<file path="src/hw/rtl/assert_macros.svh">
// Assertion macros shared by the multiply/divide and work RAM port RTL.
// No dependencies; the bodies are empty when SYNTHESIS is defined.
`ifndef ASSERT_MACROS_SVH
`define ASSERT_MACROS_SVH
`ifndef SYNTHESIS
// Same-cycle implication, checked on the rising clock edge.
`define ASSERT_IMP(lbl, clk, rst_n, ante, cons) \
    lbl: assert property (@(posedge clk) disable iff (!(rst_n)) (ante) |-> (cons)) \
        else $error("same-cycle implication failed");
// Next-cycle implication, checked on the rising clock edge.
`define ASSERT_NXT(lbl, clk, rst_n, ante, cons) \
    lbl: assert property (@(posedge clk) disable iff (!(rst_n)) (ante) |=> (cons)) \
        else $error("next-cycle implication failed");
`else
`define ASSERT_IMP(lbl, clk, rst_n, ante, cons)
`define ASSERT_NXT(lbl, clk, rst_n, ante, cons)
`endif
`endif

</file>
<file path="src/hw/rtl/mdw_ram.sv">
// Generic single-port RAM with registered read data.
// No dependencies.
module mdw_ram #(
    parameter int WIDTH = 8,
    parameter int DEPTH = 256
) (
    input  logic                     i_clk,
    input  logic                     i_we,
    input  logic [$clog2(DEPTH)-1:0] i_addr,
    input  logic [WIDTH-1:0]         i_wdata,
    output logic [WIDTH-1:0]         o_rdata
);

    logic [WIDTH-1:0] r_mem [DEPTH];
    logic [WIDTH-1:0] r_rdata;

    always_ff @(posedge i_clk) begin
        if (i_we) begin
            r_mem[i_addr] <= i_wdata;
        end
        r_rdata <= r_mem[i_addr];
    end

    assign o_rdata = r_rdata;

endmodule

</file>
<file path="config.mk">
export PLATFORM = sky130hd
export DESIGN_NAME = mdw_ram
export DESIGN_NICKNAME = d
export VERILOG_FILES = /design/src/hw/rtl/assert_macros.svh /design/src/hw/rtl/mdw_ram.sv
export SDC_FILE = /design/constraint.sdc
export NUM_CORES = 2
export LEC_CHECK = 0
export BUFFER_PORTS_ARGS = -buffer_cell sky130_fd_sc_hd__buf_2
export CAP_MARGIN = 20
export CORE_ASPECT_RATIO = 0.8
export CORE_MARGIN = 1.5
export CORE_UTILIZATION = 30
export CTS_CLUSTER_DIAMETER = 100
export CTS_CLUSTER_SIZE = 12
export DETAILED_ROUTE_END_ITERATION = 10
export PLACE_DENSITY = 0.51
export SYNTH_ARGS = -nofsm -noshare
export SYNTH_HDL_FRONTEND = slang
export SYNTH_SLANG_ARGS = --single-unit
</file>
<file path="constraint.sdc">
create_clock -name i_clk -period 3.85 [get_ports i_clk]
set_input_delay 0.1925 -clock i_clk [delete_from_list [all_inputs] [get_ports i_clk]]
set_output_delay 0.1925 -clock i_clk [all_outputs]
set_load 0.05 [all_outputs]
</file>
==> run metrics <==
drc violations=0; CTS H-tree depth=4; Layout Nets=3,983; Largest stage delay, worst path=940 ps; CTS Root Cell=clkbuf_16; Max-cap violations=0; Max rail drop VDD=0.322 mV; # port buffers=25; final-report max-slew violation count=0; synth warn=0; # Post-CTS Setup Buffers=0; crit start category=flop; synthesized-area fraction occupied by and/or/nand/nor cells=1.73%; Syn Nets=about 3,600; GRT Util Overall=15.7%; Core Footprint=260,000 um2; CP Data Required Time=4540 ps; drt first pass iters=5; WP buf/inv=1; die height=461 um; Setup CP Type=reg -> reg; Synth Area in XOR/XNOR=0%; Detail Route Antenna Nets=0; filler instances=about 24,000; crit-path cells=mux4_2 > a22oi_1 > a21oi_1 > o41ai_1 > buf_4 > nand4_1; synthesized cell area=78,500 um2; CTS Sinks=2,056; signal arrival time at the worst endpoint=3670 ps; layout cells sized above 1=29.4%; Yosys reg bits=approximately 2,100; Tmin final=2980 ps; Synth Instances=3,547; I/O pin cnt=26; row count=167; Finish-stage setup viols=0; CP endpoint kind=flop; Total Wirelength=210,000 um; clk_skew=around 39 ps; post-synthesis sequential area ratio=78.6%; final worst path period share=between 70 and 80%; Max clock buf depth=4; pin count of the biggest net entering global routing=130; Synth Area in Adders=0%; Final Hold Violating Endpoints=0; CTS tree=yes; complex-gate fraction of the synthesized area=3.62%; final worst slack=between 800 and 900 ps; final global-route overflow total=0; slowest CP cell=o41ai_1; post-route total power=about 44 mW; Fin Setup TNS=0 ps; Static Leak=about 28 nW; initial antenna violation count=15; number of global-route vias before repair=~39,000; Starting Density=30.2%; synth-to-layout area growth=16.0%; post-route cell area=about 91,000 um2; die area=about 260,000 um2; Placer Congestion=0.795; critical path peak fanout=1; power density over the cells=487 nW/um2; Slew @ Worst Pin=approximately 1300 ps; first-pass GRT wire length=298,000 um; placed wire-length estimate=between 100,000 and 150,000 um; final hold slack=~75 ps; mux share of post-synthesis cell area=14.7%; clock latency on the worst-skew pair=840 ps; worst slack, placed=56.8 ps; area of placed instances=85,700 um2; FMAX=336 MHz; main combinational cell family by area after synthesis=multiplexers; number of DRC markers in iteration 0=around 4,400; RSZ-0062 raised after global routing=no; Vias=38,458; DIE WIDTH=575 um; vias per inst=5.14; crit-path leading delay family=compound AO/OA/AOI/OAI gates; Hold Path Class=in -> reg; WL per Instance=28.1 um; status=completed; clock-pin slew on the worst setup and hold paths=approximately 60 ps; TritonCTS Buffers=roughly 200; Worst slew margin=approximately 15%; library cells used by synthesis=22; syn avg cell area=22.1 um2
==> layout make-up <==
class | count | area (um2) | share of cell area, %
inverters | 1 | 3.75 | 0.00412
flip-flops and latches | 2056 | 61700 | 67.7
clock inverters | 4 | 67.6 | 0.0742
clock buffers | 247 | 5220 | 5.73
well taps | 3464 | 4330 | 4.76
repair buffers | 451 | 3950 | 4.34
diodes | 3 | 7.51 | 0.00824
multi-input cells | 1258 | 15800 | 17.4
==> per-layer routing <==
| metal | track usage [%] | up-vias | wire length, um |
|---|---|---|---|
| met5 | 0 | - | 0 |
| met4 | 2.98 | 0 | 3470 |
| met3 | 2.44 | 224 | 13800 |
| met2 | 23.3 | 1356 | 93400 |
| met1 | 24.2 | 21065 | 99400 |
| li1 | - | 15813 | - |
==> registers in the layout (all words and copies together), names as in the netlist <==
| register | count |
|---|---|
| o_rdata | 8 |
| r_mem | 2048 |
==> power by group <==
group	switching (mW)	internal (mW)
Combinational	1.49	0.795
Sequential	0.0343	24.7
Clock	7.97	9.39
==> worst register-to-register path, cell delays in order, from the launching register on <==
cell and delay [ps]:
edfxtp_1 370, mux4_2 500, a22oi_1 460, a21oi_1 160, o41ai_1 940, buf_4 310, nand4_1 110
==> logic make-up (layout without fill, tap and decap cells) <==
group,count (synthesis),count (layout)
multiplexers,512,512
buffers and inverters,233,703
AO/OA/AOI/OAI,416,416
AND/OR/NAND/NOR,330,330
other,0,3
flip-flops,2056,2056
==> cell usage after synthesis <==
library cell / n / area [um2]
dfxtp_1: 8 / 160
and2_1: 3 / 18.8
buf_1: 19 / 71.3
a22oi_1: 256 / 1920
o41ai_1: 32 / 280
buf_6: 16 / 180
nand2b_1: 6 / 37.5
edfxtp_1: 2048 / 61500
nor2b_1: 7 / 43.8
buf_4: 16 / 120
or2_2: 2 / 12.5
nor2_1: 232 / 871
nand3_1: 13 / 65.1
inv_1: 1 / 3.75
or3_1: 1 / 6.26
nor3_1: 30 / 150
nand4_1: 8 / 50.1
clkbuf_1: 145 / 544
a21oi_1: 128 / 641
nand2_1: 28 / 105
mux4_2: 512 / 11500
buf_2: 36 / 180
==> what timing repair did <==
action | CTS | global route
endpoints found under the setup margin | 0 | 0
gates resized for setup | 0 | 0
hold buffers | 8 | 0
endpoints found under the hold margin | 498 | 0
==> worst paths after layout <==
kind,from,end,slack (ps),cells past startpoint
max,r_mem[15][4]$_DFFE_PP_,o_rdata[4]$_DFF_P_,870,6
min,i_addr[7],o_rdata[7]$_DFF_P_,70,6
max reg2reg,r_mem[15][4]$_DFFE_PP_,o_rdata[4]$_DFF_P_,870,6
min reg2reg,r_mem[243][6]$_DFFE_PP_,o_rdata[6]$_DFF_P_,1000,5
==> through the flow <==
| stage | cells | utilization [%] |
|---|---|---|
| final | 7484 | 35.1 |
| after CTS | 7481 | 35.1 |
| after floorplan | 3547 | - |
| after global placement | 7220 | 33.0 |
| after global routing | 7482 | 35.1 |
| after detailed placement | 7222 | 33.0 |
==> cells in the final DEF (no fill, tap or decap) <==
| cell | Yosys | final |
|---|---|---|
| edfxtp_1 | 2048 | 2048 |
| mux4_2 | 512 | 512 |
| buf_4 | 16 | 376 |
| a22oi_1 | 256 | 256 |
| nor2_1 | 232 | 231 |
| clkbuf_16 | 0 | 202 |
| a21oi_1 | 128 | 128 |
| clkbuf_1 | 145 | 45 |
| buf_12 | 0 | 41 |
| nor3_1 | 30 | 30 |
| o41ai_1 | 32 | 27 |
| nand2_1 | 28 | 27 |
| buf_2 | 36 | 16 |
| buf_8 | 0 | 10 |
| nand4_1 | 8 | 8 |
| dlygate4sd3_1 | 0 | 8 |
| dfxtp_1 | 8 | 8 |
| nand3_2 | 0 | 7 |
| nand3_1 | 13 | 6 |
| nor2b_1 | 7 | 5 |
| o41ai_2 | 0 | 5 |
| nand2b_1 | 6 | 4 |
| diode_2 | 0 | 3 |
| nor2b_4 | 0 | 2 |
| nand2b_2 | 0 | 2 |
| or2_2 | 2 | 2 |
| and2_1 | 3 | 2 |
| inv_6 | 0 | 2 |
| nor2_4 | 0 | 1 |
| and2_4 | 0 | 1 |
| nand2_2 | 0 | 1 |
| inv_1 | 1 | 1 |
| or3_1 | 1 | 1 |
| clkinv_16 | 0 | 1 |
| inv_16 | 0 | 1 |
Power figures use the tool's default switching activity.
