$ cat src/hw/rtl/assert_macros.svh
// Assertion macros shared by the multiply/divide and work RAM port RTL.
// No dependencies; the bodies are empty when SYNTHESIS is defined.
`ifndef ASSERT_MACROS_SVH
`define ASSERT_MACROS_SVH
`ifndef SYNTHESIS
// Same-cycle implication, checked on the rising clock edge.
`define ASSERT_IMP(lbl, clk, rst_n, ante, cons) \
    lbl: assert property (@(posedge clk) disable iff (!(rst_n)) (ante) |-> (cons)) \
        else $error("same-cycle implication failed");
// Next-cycle implication, checked on the rising clock edge.
`define ASSERT_NXT(lbl, clk, rst_n, ante, cons) \
    lbl: assert property (@(posedge clk) disable iff (!(rst_n)) (ante) |=> (cons)) \
        else $error("next-cycle implication failed");
`else
`define ASSERT_IMP(lbl, clk, rst_n, ante, cons)
`define ASSERT_NXT(lbl, clk, rst_n, ante, cons)
`endif
`endif

$ cat src/hw/rtl/mdw_pkg.sv
// Package for the multiply/divide and work RAM port: sizes, register map,
// sequencer states and the request/response structs of the math unit.
// No dependencies.
package mdw_pkg;

    localparam int WRAM_ADDR_BITS = 17;
    localparam int WRAM_DEPTH     = 1 << WRAM_ADDR_BITS;
    localparam int PTR_IMG_BITS   = 24;

    typedef logic [7:0]                t_byte;
    typedef logic [15:0]               t_addr16;
    typedef logic [15:0]               t_word;
    typedef logic [WRAM_ADDR_BITS-1:0] t_wram_addr;

    // Register map
    localparam t_addr16 ADDR_WRAM_DATA = 16'h2180;
    localparam t_addr16 ADDR_PTR_LO    = 16'h2181;
    localparam t_addr16 ADDR_PTR_MID   = 16'h2182;
    localparam t_addr16 ADDR_PTR_HI    = 16'h2183;
    localparam t_addr16 ADDR_FACTOR_A  = 16'h4202;
    localparam t_addr16 ADDR_FACTOR_B  = 16'h4203;
    localparam t_addr16 ADDR_DIVD_LO   = 16'h4204;
    localparam t_addr16 ADDR_DIVD_HI   = 16'h4205;
    localparam t_addr16 ADDR_DIVISOR   = 16'h4206;
    localparam t_addr16 ADDR_QUOT_LO   = 16'h4214;
    localparam t_addr16 ADDR_QUOT_HI   = 16'h4215;
    localparam t_addr16 ADDR_PRDREM_LO = 16'h4216;
    localparam t_addr16 ADDR_PRDREM_HI = 16'h4217;

    localparam t_word DIV_ZERO_QUOT = 16'hFFFF;

    // Access kinds
    localparam logic CMD_READ  = 1'b0;
    localparam logic CMD_WRITE = 1'b1;

    // Math unit step counts
    localparam int MUL_STEPS = 8;
    localparam int DIV_STEPS = 16;
    localparam int CNT_BITS  = $clog2(DIV_STEPS);
    localparam int ALU_BITS  = 10;

    typedef enum logic [2:0] {
        ST_CLEAR,
        ST_IDLE,
        ST_RAM_RD,
        ST_MATH,
        ST_RESP
    } t_state;

    typedef struct packed {
        logic  start;
        logic  is_div;
        t_byte opnd;    // multiplicand or divisor
        t_word value;   // multiplier (low byte) or dividend
    } t_math_req;

    typedef struct packed {
        logic  done;
        logic  is_div;
        t_word quotient;
        t_word prod_rem;
    } t_math_rsp;

endpackage

$ cat src/hw/rtl/mdw_math.sv
// Iterative 8x8 multiply (shift-add) and 16-by-8 restoring divide that
// share one 10-bit adder/subtractor. Depends on mdw_pkg, assert_macros.svh.
`include "assert_macros.svh"

module mdw_math (
    input  logic              i_clk,
    input  logic              i_rst_n,
    input  mdw_pkg::t_math_req i_req,
    output mdw_pkg::t_math_rsp o_rsp
);
    import mdw_pkg::*;

    localparam logic [CNT_BITS-1:0] MUL_LAST = CNT_BITS'(MUL_STEPS - 1);
    localparam logic [CNT_BITS-1:0] DIV_LAST = CNT_BITS'(DIV_STEPS - 1);

    logic                r_run, n_run;
    logic                r_done, n_done;
    logic                r_is_div, n_is_div;
    logic [CNT_BITS-1:0] r_cnt, n_cnt;
    t_byte               r_hi, n_hi;
    t_word               r_lo, n_lo;
    t_byte               r_opnd, n_opnd;

    logic [ALU_BITS-1:0] w_x, w_y, w_sum;
    logic                w_sub;
    logic                w_last;
    logic                w_ge;

    // Shared adder/subtractor
    always_comb begin
        if (r_is_div) begin
            w_x   = {1'b0, r_hi, r_lo[15]};
            w_y   = {2'b00, r_opnd};
            w_sub = 1'b1;
        end else begin
            w_x   = {2'b00, r_hi};
            w_y   = r_lo[0] ? {2'b00, r_opnd} : '0;
            w_sub = 1'b0;
        end
        w_sum = w_x + (w_sub ? ~w_y : w_y) + ALU_BITS'(w_sub);
    end

    assign w_ge   = ~w_sum[ALU_BITS-1];
    assign w_last = (r_cnt == (r_is_div ? DIV_LAST : MUL_LAST));

    always_comb begin
        n_run    = r_run;
        n_done   = 1'b0;
        n_is_div = r_is_div;
        n_cnt    = r_cnt;
        n_hi     = r_hi;
        n_lo     = r_lo;
        n_opnd   = r_opnd;
        if (i_req.start) begin
            n_run    = 1'b1;
            n_is_div = i_req.is_div;
            n_cnt    = '0;
            n_hi     = '0;
            n_lo     = i_req.value;
            n_opnd   = i_req.opnd;
        end else if (r_run) begin
            if (r_is_div) begin
                n_hi = w_ge ? w_sum[7:0] : w_x[7:0];
                n_lo = {r_lo[14:0], w_ge};
            end else begin
                n_hi = w_sum[8:1];
                n_lo = {r_lo[15:8], w_sum[0], r_lo[7:1]};
            end
            n_cnt = r_cnt + CNT_BITS'(1);
            if (w_last) begin
                n_run  = 1'b0;
                n_done = 1'b1;
            end
        end
    end

    always_ff @(posedge i_clk) begin
        if (!i_rst_n) begin
            r_run  <= 1'b0;
            r_done <= 1'b0;
        end else begin
            r_run  <= n_run;
            r_done <= n_done;
        end
        r_is_div <= n_is_div;
        r_cnt    <= n_cnt;
        r_hi     <= n_hi;
        r_lo     <= n_lo;
        r_opnd   <= n_opnd;
    end

    always_comb begin
        o_rsp.done     = r_done;
        o_rsp.is_div   = r_is_div;
        o_rsp.quotient = r_lo;
        o_rsp.prod_rem = r_is_div ? {8'h00, r_hi} : {r_hi, r_lo[7:0]};
    end

    `ASSERT_IMP(a_start_when_free, i_clk, i_rst_n, i_req.start, !r_run && !r_done)
    `ASSERT_NXT(a_done_single, i_clk, i_rst_n, r_done, !r_done)
    `ASSERT_IMP(a_mul_hi_clear, i_clk, i_rst_n, r_run && !r_is_div, r_lo[15:8] == 8'h00)

endmodule

$ cat config.mk
export PLATFORM = sky130hd
export DESIGN_NAME = mdw_math
export DESIGN_NICKNAME = d
export VERILOG_FILES = /design/src/hw/rtl/mdw_pkg.sv /design/src/hw/rtl/mdw_math.sv
export VERILOG_INCLUDE_DIRS = /design/src /design/src/hw/rtl
export SDC_FILE = /design/constraint.sdc
export NUM_CORES = 1
export LEC_CHECK = 0
export BUFFER_PORTS_ARGS = -buffer_cell sky130_fd_sc_hd__buf_2
export CAP_MARGIN = 20
export CORE_ASPECT_RATIO = 1.4
export CORE_MARGIN = 2
export CORE_UTILIZATION = 57
export DETAILED_ROUTE_END_ITERATION = 12
export GPL_TIMING_DRIVEN = 0
export HOLD_SLACK_MARGIN = 0.02
export PLACE_DENSITY = 0.86
export REMOVE_ABC_BUFFERS = 1
export SYNTH_ARGS = -nofsm -noshare
export SYNTH_HDL_FRONTEND = slang
export SYNTH_SLANG_ARGS = --single-unit
$ cat constraint.sdc
create_clock -name i_clk -period 4.5 [get_ports i_clk]
set_input_delay 0.675 -clock i_clk [delete_from_list [all_inputs] [get_ports i_clk]]
set_output_delay 0.675 -clock i_clk [all_outputs]
set_load 0.01 [all_outputs]
==> summary.txt, run 1 <==
Outcome
  • Outcome: finished, final reports clean

Placement
  • Count of buffers from port buffering: 61
  • HPWL after detailed placement: 3680 um
  • Placer's final routability congestion estimate: 0.839
  • Worst setup timing slack at the placement stage: 587 ps
  • Post-Place Cell Area: 2620 um^2
  • Instance count after placement with tap cells included: 325

CTS
  • Cell at the root of the clock tree: clkbuf_8
  • Deepest clock path buffer count: 2
  • TritonCTS Sinks: 39
  • TritonCTS clock tree: done
  • Clock network latency to the later pin of the worst-skew pair: 290 ps
  • H-tree depth: 2
  • Clock buffer count from CTS: 5
  • Resize count post-CTS: 0
  • Number of hold buffers added after cts: 0
  • Clock-pin slew on the worst setup and hold paths: 70 ps
  • Post-CTS Repair Setup Buffers: 0

Timing
  • Number of endpoints with negative hold slack in the final report: 0
  • Min Tclk post-route: 3940 ps
  • Setup repair after global routing missed its margin: false
  • Final worst clock skew: 6.45 ps
  • Final cycle utilization of the critical path: 87.7%
  • Relative max-transition margin: 38.8%
  • Setup slack after layout: 555 ps
  • Maximum clock frequency: 253 MHz
  • Final max-slew violation count: 0
  • Worst Max-Slew Pin Slew: 918 ps
  • Setup TNS after final layout: 0 ps
  • Final setup violating endpoints: 0

Power and ir drop
  • Gate power share: 26.5%
  • Highest ir drop seen on vdd: 0.000268 V
  • Total power per unit cell area: 342 nW/um^2
  • Switch share: 30.9%
  • Cell internal pwr: 0.000639 W
  • Leakage power figure: 1.22 nW
  • Clock power frac: 24.6%
  • Register share of total power: 48.9%
  • Net Switching: 0.000286 W

Critical path
  • Destination of the worst register-to-register timing path: r_lo[0]$_DFFE_PP_
  • Launching point of the worst reg2reg path: r_is_div$_DFFE_PP_
  • Path type of the worst setup path: reg -> reg
  • Critical Path Fanout Max: 28
  • Startpoint types: register
  • Worst R2R Setup Slack: 560 ps
  • Path depth of the worst reg2reg path: 10
  • Endpoint class of the critical path: register
  • WP data arrival: 3930 ps
  • Worst Path Required: 4490 ps

Hold path
  • Class of the most critical hold timing path: reg -> reg
  • Startpoint of the lowest-slack hold path: r_cnt[3]$_SDFFE_PP0P_
  • Endpoint, Worst Hold: r_cnt[3]$_SDFFE_PP0P_
  • Worst hold path stage count: 2

Route
  • Vias per Instance: 5.69
  • Final Routed Wirelength: 4930 um
  • Initial DRT Pass Iterations: 4
  • Post-DRT Antenna Nets: 0
  • Iteration-0 DRC Markers: 62
  • Number of remaining DRC errors: 0
  • Routed wire length per instance: 14.8 um
  • Vias post-DR: 1,896

Final layout
  • Post-layout util: 69.0%
  • Sequential cell area: 1030 um^2
  • Final layout net count: 326
  • Count of placed standard cells in the final layout, fillers left out: 333
  • Multi-input logic area: 1150 um^2
  • Diode insertion count for antenna repair: 0
  • Area growth, synth to finish: 16.7%
  • Final-layout fill cell count: 317
  • Final non-filler cell area: 2700 um^2
  • Leading cell type in the layout, fill and taps excluded: buf_2
  • Fraction of layout instances using a drive strength above 1: 27.2%
  • Commonest cells after routing, fill and taps aside: buf_2, o21ai_0, edfxtp_1

Synth
  • Number of enable flip-flop cells after synthesis: 25
  • Number of register bits inferred by synthesis: 39
  • Sequential element share of the synthesized area: 44.5%
  • Count of warnings emitted by yosys: 0
  • Prevailing post-synth register cell: edfxtp_1
  • Post-synthesis instance area: 2320 um^2
  • Average footprint of a synthesized cell: 9.81 um^2
  • Fraction of registers with async set/reset: 0%
  • Number of different library cells in the post-synthesis netlist: 43
  • Synthesized instance count: 236

Global routing
  • Global-route wire length before repair: 7950 um
  • Largest net degree at the start of global routing: 50
  • Global route overflow: 0
  • GRT Total Usage: 22.1%
  • Number of global-route vias before repair: 1,880
  • Antenna violations before repair: 0

Floorplan
  • Chip width: 57.9 um
  • Ports: 62
  • Area of the die: 4600 um^2
  • Core area: 3920 um^2
  • Number of placement rows: 27
  • Die boundary height: 79.4 um
  • Starting Density: 59.1%

Run
  • Max-cap violations: 0
Yosys cell counts (4+ instances only):
cell type	n	share of area, %
edfxtp_1	25	32
o21ai_0	25	5.4
nand2_1	22	3.6
inv_1	15	2.4
dfxtp_1	14	12
mux2i_1	14	6.1
nor2_1	13	2.1
clkbuf_1	10	1.6
a21oi_1	8	1.7
ha_1	8	4.3
mux2_2	8	3.9
a22o_1	7	2.6
nor2b_1	7	1.9
xor2_1	6	2.3
nand2b_1	5	1.4
o22ai_1	5	1.4
xnor2_1	5	1.9
nor3_1	4	0.86
metrics by stage:
step | hold WS, ps | power (W)
2_1_floorplan | 488 | 0.000615
3_3_place_gp | 507 | 0.000691
3_5_place_dp | 531 | 0.000703
4_1_cts | 548 | 0.000925
5_1_grt | 554 | 0.000967
6_report | 542 | 0.000925
cell families (layout without fill, tap and decap cells):
group	Yosys count	in the layout	synth area share, %
multiplexers	22	22	9.94
AND/OR/NAND/NOR	58	58	11.8
AO/OA/AOI/OAI	66	66	18.5
adder cells (fa/ha/maj)	9	9	5.19
flip-flops	39	39	44.5
buffers and inverters	31	85	5.89
XOR/XNOR	11	11	4.16
worst max-delay path, cell delays in order (launching register included):
cell and delay, ps:
edfxtp_1 760, buf_16 330, nor2b_1 520, mux2_2 280, ha_1 270, a21oi_1 240, o21ai_0 110, a211o_1 340
a211o_1 490, mux2i_1 190, o21ai_0 110
worst max-delay path by stage:
stage / cells after the start / end / start / slack (ps)
after floorplan: 9 / r_lo[0]$_DFFE_PP_ / r_is_div$_DFFE_PP_ / 840
after global placement: 9 / r_lo[0]$_DFFE_PP_ / r_is_div$_DFFE_PP_ / 120
after detailed placement: 10 / r_lo[0]$_DFFE_PP_ / r_is_div$_DFFE_PP_ / 590
after CTS: 10 / r_lo[0]$_DFFE_PP_ / r_is_div$_DFFE_PP_ / 570
after global routing: 10 / r_lo[0]$_DFFE_PP_ / r_is_div$_DFFE_PP_ / 250
final: 10 / r_lo[0]$_DFFE_PP_ / r_is_div$_DFFE_PP_ / 560
flip-flops by register name, summed over array words and instances, names as in the netlist:
register  cells
r_hi          8
r_lo         16
r_cnt         4
r_is_div      1
r_run         1
r_opnd        8
r_done        1
layer usage:
metal	global-route usage [%]	share of wire (%)	vias to the layer above
met5	0	0	-
met4	9.07	2.1	0
met3	4.21	5.1	10
met2	40.1	51	60
met1	24.8	42	879
li1	-	-	947
cell type report:
class	count	area share [%]
timing repair buffer	62	12.3
clock buffer	7	2.82
multi-input combinational	166	42.5
clock inverter	1	0.185
sequential	39	38.1
inverter	15	2.08
tap	43	1.99
power groups by stage:
| stage | Clock [W] | Combinational (W) | Sequential (W) |
|---|---|---|---|
| global route | 0.000238 | 0.000272 | 0.000457 |
| detailed placement | 0 | 0.000244 | 0.000459 |
| CTS | 0.000228 | 0.000246 | 0.000452 |
| global placement | 0 | 0.000228 | 0.000463 |
| finish | 0.000227 | 0.000245 | 0.000452 |
| floorplan | 0 | 0.000154 | 0.000461 |
No activity file was read; power rests on OpenSTA's default activity.
==> run 2: changes to the inputs <==
--- a/config.mk
+++ b/config.mk
@@ -8,11 +8,11 @@
 export LEC_CHECK = 0
 export BUFFER_PORTS_ARGS = -buffer_cell sky130_fd_sc_hd__buf_2
 export CAP_MARGIN = 20
-export CORE_ASPECT_RATIO = 1.4
+export CORE_ASPECT_RATIO = 1.1
 export CORE_MARGIN = 2
 export CORE_UTILIZATION = 57
+export CTS_CLUSTER_SIZE = 24
 export DETAILED_ROUTE_END_ITERATION = 12
-export GPL_TIMING_DRIVEN = 0
 export HOLD_SLACK_MARGIN = 0.02
 export PLACE_DENSITY = 0.86
 export REMOVE_ABC_BUFFERS = 1
==> summary.txt, run 2 (synthesis gave the netlist of run 1 again) <==
Outcome
  • Outcome: finished, final reports clean

Final layout
  • Count of placed standard cells in the final layout, fillers left out: 343 (+3.0%)
  • Sequential cell area: 1030 um^2 (unchanged)
  • Final-layout fill cell count: 323 (+1.9%)
  • Largest registers in the final layout: r_lo: 16 flops, r_hi: 8 flops, r_opnd: 8 flops
  • Fraction of layout instances using a drive strength above 1: 27.1% (-0.094 points)
  • Reg with most FFs: r_lo
  • Commonest cells after routing, fill and taps aside: buf_2, o21ai_0, edfxtp_1
  • Flip-flop count of the largest register, all copies and words added: 16 (unchanged)
  • Area growth, synth to finish: 16.6% (about the same)
  • Final layout net count: 327 (+0.31%)
  • Leading cell type in the layout, fill and taps excluded: buf_2
  • Diode insertion count for antenna repair: 0 (unchanged)
  • Multi-input logic area: 1150 um^2 (unchanged)

Timing
  • Worst Max-Slew Pin Slew: 514 ps (-403 ps)
  • Relative max-transition margin: 65.6% (+27 points)
  • Final cycle utilization of the critical path: 75.0% (-13 points)
  • Setup repair after global routing missed its margin: false
  • Number of endpoints with negative hold slack in the final report: 0 (unchanged)
  • Setup TNS after final layout: 0 ps (unchanged)
  • Final max-slew violation count: 0 (unchanged)
  • Maximum clock frequency: 296 MHz (+17%)
  • Min Tclk post-route: 3370 ps (-572 ps)
  • Final worst clock skew: 6.19 ps (-0.255 ps)
  • Final setup violating endpoints: 0 (unchanged)

Global routing
  • Global-route wire length before repair: 8810 um (+11%)
  • Largest net degree at the start of global routing: 43 (-14%)
  • Number of global-route vias before repair: 1,888 (+0.43%)
  • Global route overflow: 0 (unchanged)
  • GRT Total Usage: 24.9% (+2.8 points)
  • Antenna violations before repair: 0 (unchanged)

Critical path
  • Endpoint class of the critical path: register
  • Critical Path Fanout Max: 42 (+50%)
  • Path type of the worst setup path: reg -> reg
  • WP data arrival: 3400 ps (-530 ps)
  • Max incr delay on CP: 580 ps (-180 ps)
  • Startpoint types: register
  • Worst Path Required: 4530 ps (+40 ps)
  • CP Cell Sequence: buf_4 -> nand2_1 -> o21ai_0 -> ha_1 -> a21oi_1 -> o21ai_0 -> a211o_1 -> a211o_1 -> mux2i_1 -> o21ai_0
  • Critical path's most frequent cell: o21ai_0
  • Worst R2R Setup Slack: 1130 ps (+570 ps)
  • Buf/Inv on CP: 1 (unchanged)
  • Family with the most delay on the worst path: compound AO/OA/AOI/OAI gates
  • CP max-delay cell: edfxtp_1

Placement
  • Placer's final routability congestion estimate: 0.936 (+12%)
  • Instance count after placement with tap cells included: 335 (+3.1%)
  • HPWL after detailed placement: 3910 um (+6.2%)
  • Count of buffers from port buffering: 61 (unchanged)

Floorplan
  • Number of placement rows: 24 (-11%)
  • Die boundary height: 70.9 um (-11%)
  • Core area: 3930 um^2 (+0.38%)
  • Chip width: 64.8 um (+12%)
  • Ports: 62 (unchanged)
  • Starting Density: 58.9% (-0.23 points)
  • Area of the die: 4590 um^2 (-0.14%)

Route
  • Vias post-DR: 1,961 (+3.4%)
  • Iteration-0 DRC Markers: 123 (+98%)
  • Number of remaining DRC errors: 0 (unchanged)
  • Post-DRT Antenna Nets: 0 (unchanged)
  • Final Routed Wirelength: 5390 um (+9.3%)
  • Routed wire length per instance: 15.7 um (+6.1%)
  • Initial DRT Pass Iterations: 4 (unchanged)
  • Vias per Instance: 5.72 (+0.41%)

Power and ir drop
  • Total power per unit cell area: 344 nW/um^2 (+0.67%)
  • Leakage power figure: 1.21 nW (-0.48%)
  • Highest ir drop seen on vdd: 0.000231 V (-14%)

CTS
  • H-tree depth: 2 (unchanged)
  • Post-CTS Repair Setup Buffers: 0 (unchanged)
  • Cell at the root of the clock tree: clkbuf_8
  • Number of hold buffers added after cts: 0 (unchanged)
  • TritonCTS Sinks: 39 (unchanged)
  • Clock buffer count from CTS: 5 (unchanged)
  • Resize count post-CTS: 0 (unchanged)
  • Deepest clock path buffer count: 2 (unchanged)
  • TritonCTS clock tree: done
  • Clock-pin slew on the worst setup and hold paths: 70 ps (about the same)
  • Clock network latency to the later pin of the worst-skew pair: 290 ps (about the same)

Run
  • Max-cap violations: 0 (unchanged)

Hold path
  • Class of the most critical hold timing path: reg -> reg
## run 2: worst paths after layout
path	startpoint	endpoint	cells after the start
max	r_is_div$_DFFE_PP_	r_lo[0]$_DFFE_PP_	10
min	r_cnt[1]$_SDFFE_PP0P_	r_cnt[1]$_SDFFE_PP0P_	2
max reg2reg	r_is_div$_DFFE_PP_	r_lo[0]$_DFFE_PP_	10
min reg2reg	r_cnt[1]$_SDFFE_PP0P_	r_cnt[1]$_SDFFE_PP0P_	2
## run 2: metal layers
layer	global-route usage, %	part of all wire [%]	wire length [um]	vias to the layer above
met3	5.41	5.5	296	8
met5	0	0	0	-
li1	-	-	-	954
met1	32.9	42	2280	921
met2	40.0	50	2710	78
met4	9.69	1.8	99	0
## run 2: area by class of cell
cell class                 count  share of cell area (%)
sequential                    39                    38.2
inverter                      15                    2.08
timing repair buffer          63                    11.9
tap                           52                    2.41
multi-input combinational    166                    42.5
clock buffer                   8                    2.96
## run 2: through the flow
step           hold slack [ps]  power [W]  utilization (%)  setup slack, ps  instance area [um^2]
4_1_cts                    543   0.000927             68.7             1160                  2700
6_report                   543   0.000930             68.7             1130                  2700
2_1_floorplan              488   0.000615                -              844                  2240
3_3_place_gp               504   0.000695             66.6             1390                  2620
3_5_place_dp               525   0.000703             66.6             1190                  2620
5_1_grt                    552   0.000974             68.7              891                  2700
## run 2: power breakdown
part	switching [W]	total [W]	internal, W
clock	0.000119	0.000230	0.000110
combinational	0.000141	0.000251	0.000110
sequential	0.0000316	0.000449	0.000417
## run 2: worst register-to-register path: cells and delay by family, from the launching register on
kind,cells,cell delay (ps)
AO/OA/AOI/OAI,6,1390
flip-flops,1,580
buffers and inverters,1,470
adder cells (fa/ha/maj),1,300
multiplexers,1,230
AND/OR/NAND/NOR,1,150
